$ cat config.mk
export PLATFORM = sky130hd
export DESIGN_NAME = ldb_front
export DESIGN_NICKNAME = d
export VERILOG_FILES = /design/src/hdl/learn_digest_dedup_batcher_core_defines.svh /design/src/hdl/ldb_pkg.sv /design/src/hdl/ldb_front.sv
export SDC_FILE = /design/constraint.sdc
export NUM_CORES = 1
export LEC_CHECK = 0
export BUFFER_PORTS_ARGS = -buffer_cell sky130_fd_sc_hd__buf_2
export CORE_MARGIN = 1
export CORE_UTILIZATION = 45
export DETAILED_ROUTE_END_ITERATION = 6
export PLACE_DENSITY_LB_ADDON = 0.05
export SLEW_MARGIN = 30
export SYNTH_ARGS = -nofsm -noshare
export SYNTH_HDL_FRONTEND = slang
export SYNTH_SLANG_ARGS = --single-unit
$ cat constraint.sdc
create_clock -name clk -period 5.2 [get_ports clk]
set_input_delay 0 -clock clk [delete_from_list [all_inputs] [get_ports clk]]
set_output_delay 0 -clock clk [all_outputs]
set_load 0.02 [all_outputs]
$ cat src/hdl/learn_digest_dedup_batcher_core_defines.svh
// Assertion macros used by the learn digest batcher back end.
`ifndef LEARN_DIGEST_DEDUP_BATCHER_CORE_DEFINES_SVH
`define LEARN_DIGEST_DEDUP_BATCHER_CORE_DEFINES_SVH
`ifndef SYNTHESIS
// Property checked on every rising clock edge outside reset
`define LDB_ASSERT(lbl, prop, msg) \
    lbl: assert property (@(posedge clk) disable iff (!rst_n) prop) else $error(msg);
// Condition that must never hold
`define LDB_NEVER(lbl, cond, msg) \
    lbl: assert property (@(posedge clk) disable iff (!rst_n) !(cond)) else $error(msg);
`else
`define LDB_ASSERT(lbl, prop, msg)
`define LDB_NEVER(lbl, cond, msg)
`endif
`endif

$ cat src/hdl/ldb_pkg.sv
// Types and codes shared by the learn digest batcher modules.
package ldb_pkg;

    localparam int TAG_W  = 16;
    localparam int SLOT_W = 4;
    localparam int KEY_W  = 64;

    // Request codes on req_type
    localparam logic [2:0] REQ_LEARN    = 3'd0;
    localparam logic [2:0] REQ_TICK     = 3'd1;
    localparam logic [2:0] REQ_ACK_SLOT = 3'd2;
    localparam logic [2:0] REQ_ACK_BUF  = 3'd3;
    localparam logic [2:0] REQ_CLEAR    = 3'd4;

    // Configuration register indexes
    localparam logic CFG_BATCH_LIMIT = 1'b0;
    localparam logic CFG_TIMEOUT     = 1'b1;

    // Result kinds
    localparam logic KIND_FLUSH = 1'b0;
    localparam logic KIND_DROP  = 1'b1;

    typedef enum logic [2:0] {
        OP_LEARN,
        OP_TICK,
        OP_ACK_SLOT,
        OP_ACK_BUF,
        OP_CLEAR
    } op_t;

    typedef struct packed {
        op_t               op;
        logic [KEY_W-1:0]  key;
        logic [TAG_W-1:0]  tag;
        logic [SLOT_W-1:0] slot;
    } cmd_t;

    typedef enum logic [2:0] {
        ST_IDLE,
        ST_SCAN,
        ST_DECIDE,
        ST_FLUSH
    } state_t;

endpackage

$ cat src/hdl/ldb_front.sv
// Front end: takes items, decodes the request and queues commands.
module ldb_front
    import ldb_pkg::*;
(
    input  logic              clk,
    input  logic              rst_n,
    input  logic              start,
    output logic              busy,
    input  logic [2:0]        req_type,
    input  logic [KEY_W-1:0]  sample_key,
    input  logic [TAG_W-1:0]  buffer_tag,
    input  logic [SLOT_W-1:0] slot_index,
    output logic              cmd_valid,
    output cmd_t              cmd_head,
    input  logic              cmd_pop
);

    cmd_t       q_reg [2];
    logic       wr_ptr_reg, wr_ptr_next;
    logic       rd_ptr_reg, rd_ptr_next;
    logic [1:0] cnt_reg, cnt_next;
    logic       known;
    op_t        op_dec;
    logic       push;

    // Request decoder; unknown codes are swallowed here
    always_comb
    begin
        known  = 1'b1;
        op_dec = OP_TICK;
        unique case (req_type)
            REQ_LEARN:    op_dec = OP_LEARN;
            REQ_TICK:     op_dec = OP_TICK;
            REQ_ACK_SLOT: op_dec = OP_ACK_SLOT;
            REQ_ACK_BUF:  op_dec = OP_ACK_BUF;
            REQ_CLEAR:    op_dec = OP_CLEAR;
            default:      known  = 1'b0;
        endcase
    end

    assign busy      = (cnt_reg == 2'd2);
    assign push      = start && !busy && known;
    assign cmd_valid = (cnt_reg != 2'd0);
    assign cmd_head  = q_reg[rd_ptr_reg];

    // Queue pointers
    always_comb
    begin
        wr_ptr_next = push ? ~wr_ptr_reg : wr_ptr_reg;
        rd_ptr_next = (cmd_pop && cmd_valid) ? ~rd_ptr_reg : rd_ptr_reg;
        cnt_next    = cnt_reg + 2'(push) - 2'(cmd_pop && cmd_valid);
    end

    always_ff @(posedge clk or negedge rst_n)
    begin
        if (!rst_n)
        begin
            wr_ptr_reg <= 1'b0;
            rd_ptr_reg <= 1'b0;
            cnt_reg    <= 2'd0;
        end
        else
        begin
            wr_ptr_reg <= wr_ptr_next;
            rd_ptr_reg <= rd_ptr_next;
            cnt_reg    <= cnt_next;
        end
    end

    // Queue storage
    always_ff @(posedge clk)
    begin
        if (push)
        begin
            q_reg[wr_ptr_reg] <= '{op: op_dec, key: sample_key, tag: buffer_tag,
                                   slot: slot_index};
        end
    end

endmodule

==> qor.csv, run 1 <==
stage,metric,value,unit
grt,Tot GR Track Use,16.87,%
worst_setup_path,crit path kind,flop to output pin,
synth,"top cells by area, synth","edfxtp_1 79%, mux2_2 11%, mux2_4 4.6%, dfrtp_1 1.5%, buf_6 0.68%",
cells_and_area,nets@finish,671,
drt,Antenna Nets Post-Route,0,
cts,CTS tree,built,
grt,largest net degree at the start of global routing,49,
synth,post-synthesis mux area share,16.02,%
cts,clk slew on worst S/H paths,0.06,ns
timing,Worst slew margin,47.69,%
timing,Slew @ Worst Pin,0.7846,ns
cts,clk_lat worst skew,0.41,ns
timing,final period utilization,49.38,%
timing,final worst path period need,2.568,ns
synth,Synth top area share,79.38,%
floorplanning,placeable core region,14100,um2
timing,f_max,389.5,MHz
floorplanning,Row Count,43,
placement,DP Cell Count,648,
grt,grt ovf,0,
synth,largest family of logic cells by synthesized area,multiplexers,
cts,CTS root buffer,clkbuf_16,
drt,TritonRoute pass-1 iters,7,
worst_setup_path,CP cell instances,buf_4 > mux2_2 > buf_2,
worst_setup_path,Worst Path Max Fanout,48,
synth,Synth Area in Compound Gates,0.1901,%
job,Max-Cap Viols,0,
cells_and_area,"most common cell after layout, fill and taps aside",buf_2,
grt,initial antenna violation count,0,
synth,Ys Warns,0,
worst_hold_path,HP Class,primary input to flop,
floorplanning,Die Span X,122.9,um
floorplanning,boundary pin count,180,
worst_setup_path,Crit path required time,5.20,ns
cts,cts repair resizes,0,
floorplanning,die area,15120,um2
worst_hold_path,hold depth,3,
pwr,VDD IR max,0.2878,mV
floorplanning,initial core utilization,46.70,%
cells_and_area,max FFs per register,174,
drt,DRC violations left,0,
worst_setup_path,Slowest Stage Delay on Critical Path,0.92,ns
timing,Hold Fails Final Rpt,0,
cts,Max Root-Sink Buffers,2,
synth,cell taking the most area after synthesis,edfxtp_1,
cells_and_area,fill count,1030,
cts,# clock sinks,178,
timing,max-slew violations,0,
synth,sequential area share after synthesis,80.90,%
drt,1st-iter DRT viols,160,
cells_and_area,Finished Layout Cells,770,
cts,Num CTS Buffers,17,
worst_setup_path,master of the slowest instance on the critical path,dfrtp_4,
synth,cell count after synthesis,293,
worst_hold_path,Worst Min Path Start,start,
worst_setup_path,Worst path depth,3,
drt,routed vias,3614,
worst_setup_path,CP Capture Type,output pin,
cts,H-tree depth,4,
worst_setup_path,worst reg2reg path depth,5,
synth,XOR/XNOR Fraction of Synth Area,0.5322,%
worst_setup_path,reg2reg start,cnt_reg[1],
timing,RSZ-0062 raised after global routing,no,
synth,synthesized area per cell,22.47,um2
synth,Post-Synth Adder-Cell Area,0.3802,%
synth,Post-Synth Simple-Gate Area,0.7223,%
cells_and_area,diodes inserted,0,
grt,global-route wire length before repair,18.46,mm
drt,drt wl/cell,15.66,um
synth,register bit total from synthesis,178,
timing,Setup TNS Final,0,ns
pwr,pwr dens,502.9,nW/um2
cells_and_area,most frequent cells in the layout,"179 x buf_2, 174 x edfxtp_1, 91 x dlygate4sd3_1, 67 x mux2_2, 20 x mux2_4",
grt,vias in the first global route,3799,
placement,DP Wirelength,7.435,mm
synth,library cells used by synthesis,18,
floorplanning,Die Ht,122.9,um
cells_and_area,area delta synth->final,40.05,%
status,status,finished clean,
worst_setup_path,CP Launch Type,flop,
synth,Syn Nets,386,
drt,total wire length,12.06,mm
placement,# port buffers,179,
synth,Mapped Area,6583,um2
worst_setup_path,Worst Path Arrival,2.57,ns
timing,final setup fails,0,
worst_setup_path,CP startpoint,rd_ptr_reg,
pwr,leak pwr,0.003544,uW
drt,drt via density,4.694,
worst_setup_path,family with the most delay on the worst path,flip-flops,
cells_and_area,fraction of layout cells with a size suffix above 1,51.02,%
worst_setup_path,WP buf/inv,2,
placement,routability cong.,0.6671,
timing,Clock Skews,0.009615,ns
-- layout make-up --
cell class	count	area (um2)	share of cell area (%)
timing repair buffer	276	1872	20.30
multi-input combinational	103	1190	12.91
tap	180	225.2	2.443
clock inverter	14	170.2	1.846
clock buffer	17	425.4	4.615
inverter	2	7.507	0.08143
sequential	178	5329	57.80
-- worst reg2reg max path: stages, from the launching register on --
cell and delay, ns:
dfrtp_1 0.41, nor2b_1 0.15, nand3b_1 0.33, nor2_4 0.63, buf_16 0.24, buf_4 0.38
-- synthesized netlist by cell type --
cell / n
mux2_4: 20
and2_1: 1
nand3b_1: 1
or2_2: 1
nor3b_1: 1
mux2_2: 67
ha_1: 2
nor2b_1: 2
edfxtp_1: 174
buf_2: 6
inv_1: 2
a21o_1: 1
xnor2_1: 3
o21ai_0: 1
xor2_1: 1
nor2_1: 2
dfrtp_1: 4
buf_6: 4
-- layer usage --
metal	up-vias	global-route usage, %	wire, um
met2	119	28.30	6052
li1	1724	-	-
met3	16	5.996	880
met5	-	0	0
met1	1755	19.15	4903
met4	0	8.232	220
-- what timing repair did --
action | 4_1_cts | 5_1_grt
hold buffers | 91 | 0
setup buffers | 0 | 0
endpoints found under the hold margin | 179 | 0
-- per-stage QoR --
step	power [uW]	hold slack, ns	utilization (%)	instance area (um2)	worst slack [ns]
after floorplan	2965	-0.2956	-	6583	0.1809
after global placement	3338	-0.1893	54.52	7685	2.514
after detailed placement	3357	-0.1869	54.71	7712	2.675
after CTS	4694	0.07813	65.40	9219	2.558
after global routing	4849	0.08957	65.40	9219	2.477
final	4636	0.09248	65.40	9219	2.632
-- logic make-up (layout without fill, tap and decap cells) --
family                   count (synthesis)  after routing
AO/OA/AOI/OAI                            2              2
XOR/XNOR                                 4              4
adder cells (fa/ha/maj)                  2              2
buffers and inverters                   12            309
flip-flops                             178            178
multiplexers                            87             87
AND/OR/NAND/NOR                          8              8
-- path summary, 6_finish.rpt --
check	endpoint	slack, ns
max in group asynchronous	rd_ptr_reg	4.51
min in group asynchronous	cnt_reg[1]	0.49
max reg2reg	q_reg[0][5]	2.71
max	cmd_head[53]	2.63
min reg2reg	cnt_reg[1]	0.52
min	wr_ptr_reg	0.09
-- power breakdown --
part / leakage, uW / switching [uW] / internal, uW
Clock: 0.000291 / 487 / 790
Sequential: 0.00164 / 138 / 1840
Combinational: 0.00161 / 759 / 626
Total: 0.00354 / 1380 / 3250
Power figures use the tool's default switching activity.
==> run 2, diff against run 1 <==
==> constraint.sdc (replaced) <==
create_clock -name clk -period 2.1 [get_ports clk]
set_input_delay 0 -clock clk [delete_from_list [all_inputs] [get_ports clk]]
set_output_delay 0 -clock clk [all_outputs]
set_load 0.02 [all_outputs]
==> run 2 against run 1 <==
Register-to-register slack got worse by 2.5 ns. Sequential share of layout area fell by 0.53 points. Cell count rose by 0.39%. Design area rose by 0.92%.
==> qor.csv, run 2 (same netlist as run 1, synthesis figures left out) <==
stage,metric,value,unit,change
status,status,finished clean,,
cells_and_area,diodes inserted,0,,unchanged
timing,Hold Fails Final Rpt,0,,unchanged
pwr,pwr dens,1260,nW/um2,+150%
cells_and_area,"most common cell after layout, fill and taps aside",buf_2,,
pwr,internal power,8180,uW,+150%
cts,Num CTS Buffers,17,,unchanged
placement,# port buffers,179,,unchanged
grt,grt ovf,0,,unchanged
drt,TritonRoute pass-1 iters,4,,-3
drt,DRC violations left,0,,unchanged
cts,clk_lat worst skew,0.42,ns,about the same
pwr,post-route total power,11720,uW,+150%
timing,Clock Skews,0.007318,ns,-0.002297 ns
pwr,clock power share,27.7,%,about the same
grt,Tot GR Track Use,17.15,%,+0.28 points
floorplanning,Row Count,43,,unchanged
grt,largest net degree at the start of global routing,75,,+53%
worst_setup_path,CP Launch Type,flop,,
pwr,VDD IR max,0.6038,mV,+110%
cts,postcts setup bufs,0,,unchanged
timing,Slew @ Worst Pin,0.4735,ns,-0.3111 ns
cells_and_area,nets@finish,673,,+0.30%
worst_setup_path,Slowest Stage Delay on Critical Path,0.73,ns,-0.19 ns
worst_setup_path,WP buf/inv,2,,unchanged
drt,total wire length,12.42,mm,+3.0%
timing,max-slew violations,0,,unchanged
timing,RSZ-0062 raised after global routing,no,,
cells_and_area,area of the multi-input gates,1197,um2,+0.63%
timing,f_max,508.6,MHz,
worst_hold_path,HP Class,primary input to flop,,
cts,CTS root buffer,clkbuf_16,,
cells_and_area,final core occ,66.00,%,+0.60 points
worst_setup_path,Worst Path Arrival,1.97,ns,-0.60 ns
timing,Setup TNS Final,0,ns,unchanged
timing,final setup fails,0,,unchanged
floorplanning,initial core utilization,46.70,%,unchanged
drt,drt via density,4.721,,+0.58%
worst_setup_path,Worst Path Max Fanout,28,,-42%
cells_and_area,max FFs per register,174,,unchanged
pwr,Comb power frac,31.2,%,+1.3 points
cells_and_area,area delta synth->final,41.34,%,
timing,Final Hold Slack,0.08027,ns,-0.01222 ns
cts,CTS tree,built,,
cells_and_area,Seq. cell area,5329,um2,unchanged
job,Max-Cap Viols,0,,unchanged
placement,DP Wirelength,7.563,mm,+1.7%
pwr,switching power,3542,uW,+160%
pwr,Net Sw Frac,30.21,%,+0.36 points
cts,# clock sinks,178,,unchanged
timing,Worst slew margin,68.43,%,+21 points
drt,1st-iter DRT viols,189,,+18%
floorplanning,Die Span X,122.9,um,unchanged
grt,initial antenna violation count,0,,unchanged
cells_and_area,fill count,1009,,-2.0%
cells_and_area,fraction of layout cells with a size suffix above 1,51.94,%,+0.92 points
worst_setup_path,master of the slowest instance on the critical path,dfrtp_4,,
worst_setup_path,CP cell instances,buf_12 > mux2_2 > buf_2,,
drt,Antenna Nets Post-Route,0,,unchanged
cells_and_area,most frequent cells in the layout,"179 x buf_2, 174 x edfxtp_1, 91 x dlygate4sd3_1, 67 x mux2_2, 20 x mux2_4",,
pwr,leak pwr,0.003572,uW,+0.79%
drt,routed vias,3649,,+0.97%
floorplanning,die area,15120,um2,unchanged
cts,H-tree depth,4,,unchanged
worst_setup_path,Crit path required time,2.10,ns,-3.10 ns
pwr,Seq pwr share,41.0,%,-1.6 points
floorplanning,placeable core region,14100,um2,unchanged
grt,global-route wire length before repair,18.55,mm,+0.45%
placement,routability cong.,0.7324,,+9.8%
worst_setup_path,crit path kind,flop to output pin,,
cts,clk slew on worst S/H paths,0.06,ns,about the same
drt,drt wl/cell,16.07,um,+2.6%
worst_setup_path,CP Capture Type,output pin,,
timing,final worst path period need,1.966,ns,
grt,vias in the first global route,3765,,-0.89%
floorplanning,boundary pin count,180,,unchanged
worst_setup_path,family with the most delay on the worst path,flip-flops,,
timing,final period utilization,93.62,%,
cts,Max Root-Sink Buffers,2,,unchanged
floorplanning,Die Ht,122.9,um,unchanged
-- run 2: cell count changes in the layout (fill, tap and decap cells not counted) --
cell	previous run	this run
buf_12	0	5
clkinv_1	6	3
clkinvlp_4	0	3
buf_4	5	3
buf_16	1	0
inv_6	0	1
nor2b_1	2	1
nor2b_4	0	1
-- run 2: per-layer routing --
metal | global-route usage (%) | wire length [um] | up-vias
met2 | 28.23 | 6222 | 118
met4 | 8.994 | 259 | 0
met1 | 19.61 | 5090 | 1775
met5 | 0 | 0 | -
li1 | - | - | 1734
met3 | 6.227 | 850 | 22
-- run 2: worst register-to-register path, stage by stage, from the launching register on --
cell and delay, ns:
dfrtp_1 0.40, nor2b_4 0.14, nand3b_1 0.32, ha_1 0.38, inv_1 0.04, ha_1 0.18, xnor2_1 0.18, xnor2_1 0.14
-- run 2: repair_timing --
item                                   4_1_cts  5_1_grt
hold buffers                                91        0
resized for setup                            0        0
endpoints found under the hold margin      179        0
-- run 2: metrics by stage --
| step | instances | worst slack (ns) | cell area [um2] |
|---|---|---|---|
| global placement | 650 | 0.2550 | 7777 |
| global route | 773 | 0.05065 | 9304 |
| finish | 773 | 0.1339 | 9304 |
| CTS | 773 | 0.09060 | 9304 |
| detailed placement | 650 | 0.2413 | 7777 |
| floorplan | 293 | -0.5263 | 6605 |
-- run 2: final timing paths --
path                       startpoint  slack [ns]  depth (start not counted)           end
max reg2reg                cnt_reg[1]        0.23                          7    cnt_reg[1]
max                        rd_ptr_reg        0.13                          3  cmd_head[23]
min reg2reg                cnt_reg[1]        0.51                          1    cnt_reg[1]
max in group asynchronous       rst_n        1.37                          3    rd_ptr_reg
min in group asynchronous       rst_n        0.52                          3    cnt_reg[0]
min                             start        0.08                          3    wr_ptr_reg
-- run 2: power by group through the flow --
stage                     Clock [uW]  Sequential [uW]  Combinational [uW]
after floorplan                    0             4730                2580
after global placement             0             4860                3580
after detailed placement           0             4890                3580
after CTS                       3330             4820                3730
after global routing            3470             4860                3910
final                           3250             4810                3660
-- run 2: area by class of cell --
type                            instances  area share, %
Sequential cell                       178          57.28
Inverter                                2        0.08069
Multi-Input combinational cell        103          12.87
Timing Repair Buffer                  278          20.74
Clock buffer                           17          4.572
Tap cell                              180          2.421
Clock inverter                         15          2.044
==> run 3, diff against run 2 <==
--- a/config.mk
+++ b/config.mk
@@ -5,10 +5,10 @@
 export SDC_FILE = /design/constraint.sdc
 export NUM_CORES = 1
 export LEC_CHECK = 0
-export BUFFER_PORTS_ARGS = -buffer_cell sky130_fd_sc_hd__buf_2
 export CORE_MARGIN = 1
 export CORE_UTILIZATION = 45
 export DETAILED_ROUTE_END_ITERATION = 6
+export DONT_BUFFER_PORTS = 1
 export PLACE_DENSITY_LB_ADDON = 0.05
 export SLEW_MARGIN = 30
 export SYNTH_ARGS = -nofsm -noshare
==> run 3 against run 2 <==
Fmax rose by 2.9%. Die area did not move. Clock skew fell by 0.0039 ns. Critical endpoint is now cmd_head[12]. Largest power group unchanged.
==> qor.csv, run 3 (same netlist as run 1, synthesis figures left out) <==
stage,metric,value,unit,change
worst_setup_path,worst reg2reg path depth,7,,unchanged
floorplanning,boundary pin count,180,,unchanged
drt,Antenna Nets Post-Route,0,,unchanged
pwr,leak pwr,0.002822,uW,-21%
timing,f_max,523.2,MHz,+2.9%
worst_setup_path,reg2reg end,cnt_reg[1],,
pwr,Seq pwr share,45.3,%,+4.3 points
cells_and_area,most frequent cells in the layout,"174 x edfxtp_1, 92 x dlygate4sd3_1, 67 x mux2_2, 20 x mux2_4, 17 x clkbuf_16",,
placement,Post-DP Area,6887,um2,-11%
cells_and_area,Finished Layout Cells,594,,-23%
drt,TritonRoute pass-1 iters,4,,unchanged
cts,CTS root buffer,clkbuf_16,,
floorplanning,Row Count,43,,unchanged
cts,clk_lat worst skew,0.41,ns,about the same
cts,H-tree depth,4,,unchanged
pwr,pwr dens,1273,nW/um2,+1.0%
job,Max-Cap Viols,0,,unchanged
cells_and_area,"most common cell after layout, fill and taps aside",edfxtp_1,,
worst_setup_path,CP Launch Type,flop,,
pwr,clock power share,26.0,%,-1.7 points
cts,Num CTS Buffers,17,,unchanged
pwr,switching power,3355,uW,-5.3%
drt,drt via density,5.020,,+6.3%
cells_and_area,fraction of layout cells with a size suffix above 1,30.68,%,-21 points
worst_setup_path,crit path kind,flop to output pin,,
floorplanning,die area,15120,um2,unchanged
cells_and_area,nets@finish,494,,-27%
cells_and_area,final core occ,59.08,%,-6.9 points
pwr,internal power,7243,uW,-11%
grt,grt ovf,0,,unchanged
timing,max-slew violations,0,,unchanged
grt,initial antenna violation count,0,,unchanged
placement,DP Cell Count,470,,-28%
cells_and_area,fin area,8328,um2,-10%
grt,largest net degree at the start of global routing,53,,-29%
pwr,VDD IR max,0.6409,mV,+6.2%
timing,final period utilization,91.01,%,-2.6 points
timing,RSZ-0062 raised after global routing,no,,
drt,total wire length,11.31,mm,-8.9%
floorplanning,Die Span X,122.9,um,unchanged
worst_setup_path,flop2flop setup slack,0.21,ns,-0.02 ns
pwr,Net Sw Frac,31.65,%,+1.4 points
cells_and_area,diodes inserted,0,,unchanged
timing,Worst slew margin,68.81,%,+0.37 points
drt,DRC violations left,0,,unchanged
worst_setup_path,reg2reg start,cnt_reg[1],,
grt,vias in the first global route,3217,,-15%
floorplanning,placeable core region,14100,um2,unchanged
placement,routability cong.,0.7145,,-2.4%
timing,Clock Skews,0.003414,ns,-0.003904 ns
grt,Tot GR Track Use,15.47,%,-1.7 points
status,status,finished clean,,
cts,# clock sinks,178,,unchanged
cts,clk slew on worst S/H paths,0.06,ns,about the same
worst_setup_path,CP Capture Type,output pin,,
worst_setup_path,Worst Path Arrival,1.91,ns,-0.06 ns
placement,DP Wirelength,6.907,mm,-8.7%
cells_and_area,max FFs per register,174,,unchanged
timing,final setup fails,0,,unchanged
drt,drt wl/cell,19.05,um,+19%
worst_hold_path,HP Class,primary input to flop,,
timing,final worst path period need,1.911,ns,-0.05480 ns
floorplanning,Die Ht,122.9,um,unchanged
cells_and_area,area delta synth->final,26.52,%,
cts,CTS tree,built,,
worst_setup_path,Crit path required time,2.10,ns,about the same
placement,# port buffers,0,,-100%
drt,routed vias,2982,,-18%
pwr,Comb power frac,28.7,%,-2.5 points
timing,Slew @ Worst Pin,0.4679,ns,-0.005618 ns
worst_hold_path,Worst Min Path Start,req_type[0],,
worst_hold_path,hold depth,3,,unchanged
grt,global-route wire length before repair,16.56,mm,-11%
worst_hold_path,Hold Path End,wr_ptr_reg,,
cts,Max Root-Sink Buffers,2,,unchanged
drt,1st-iter DRT viols,200,,+5.8%
floorplanning,initial core utilization,46.70,%,unchanged
timing,Hold Fails Final Rpt,0,,unchanged
worst_setup_path,Worst Path Max Fanout,38,,+36%
run 3: final cells by class:
type	count	area, um2
tap	180	225.2
clock inverter	14	91.34
inverter	2	7.507
clock buffer	18	429.2
timing repair buffer	99	1049
fill	1109	5768
multi-input combinational	103	1197
sequential	178	5329
run 3: worst max-delay path, stage by stage (launching register included):
cell,delay (ns)
dfrtp_4,0.73
buf_12,0.29
mux2_2,0.44
run 3: metal layers:
metal	up-vias	part of all wire [%]	GRT usage (%)
met5	-	0	0
met4	0	2.1	8.384
met3	20	9.6	6.734
met2	115	51	26.09
met1	1475	37	16.23
li1	1372	-	-
run 3: metrics by stage:
step / setup TNS [ns] / total power (uW) / setup WS, ns / hold WS [ns]
finish: 0 / 10600 / 0.1887 / 0.06537
global route: 0 / 11040 / 0.08858 / 0.09125
CTS: 0 / 10780 / 0.1343 / 0.04280
detailed placement: 0 / 7837 / 0.2157 / -0.2955
global placement: 0 / 7814 / 0.2839 / -0.2955
floorplan: -89.41 / 7317 / -0.5263 / -0.2956
run 3: power by group through the flow:
stage               clock, uW  sequential (uW)  combinational, uW
floorplan                   0             4730               2580
global placement            0             4860               2960
detailed placement          0             4890               2950
CTS                      2850             4810               3120
global route             2950             4860               3240
finish                   2760             4800               3040
run 3: worst max-delay path by stage:
stage / slack, ns / cells past startpoint / end / startpoint
floorplan: -0.53 / 3 / q_reg[0][0] / cnt_reg[1]
global placement: 0.28 / 7 / cnt_reg[1] / cnt_reg[1]
detailed placement: 0.22 / 7 / cnt_reg[1] / cnt_reg[1]
CTS: 0.13 / 2 / cmd_head[21] / rd_ptr_reg
global route: 0.09 / 2 / cmd_head[21] / rd_ptr_reg
finish: 0.19 / 2 / cmd_head[12] / rd_ptr_reg
run 3: repair_timing:
| action | 4_1_cts | 5_1_grt |
|---|---|---|
| hold endpoints to repair | 180 | 0 |
| resized for setup | 0 | 0 |
| hold buffers | 92 | 0 |
| setup buffers | 0 | 0 |
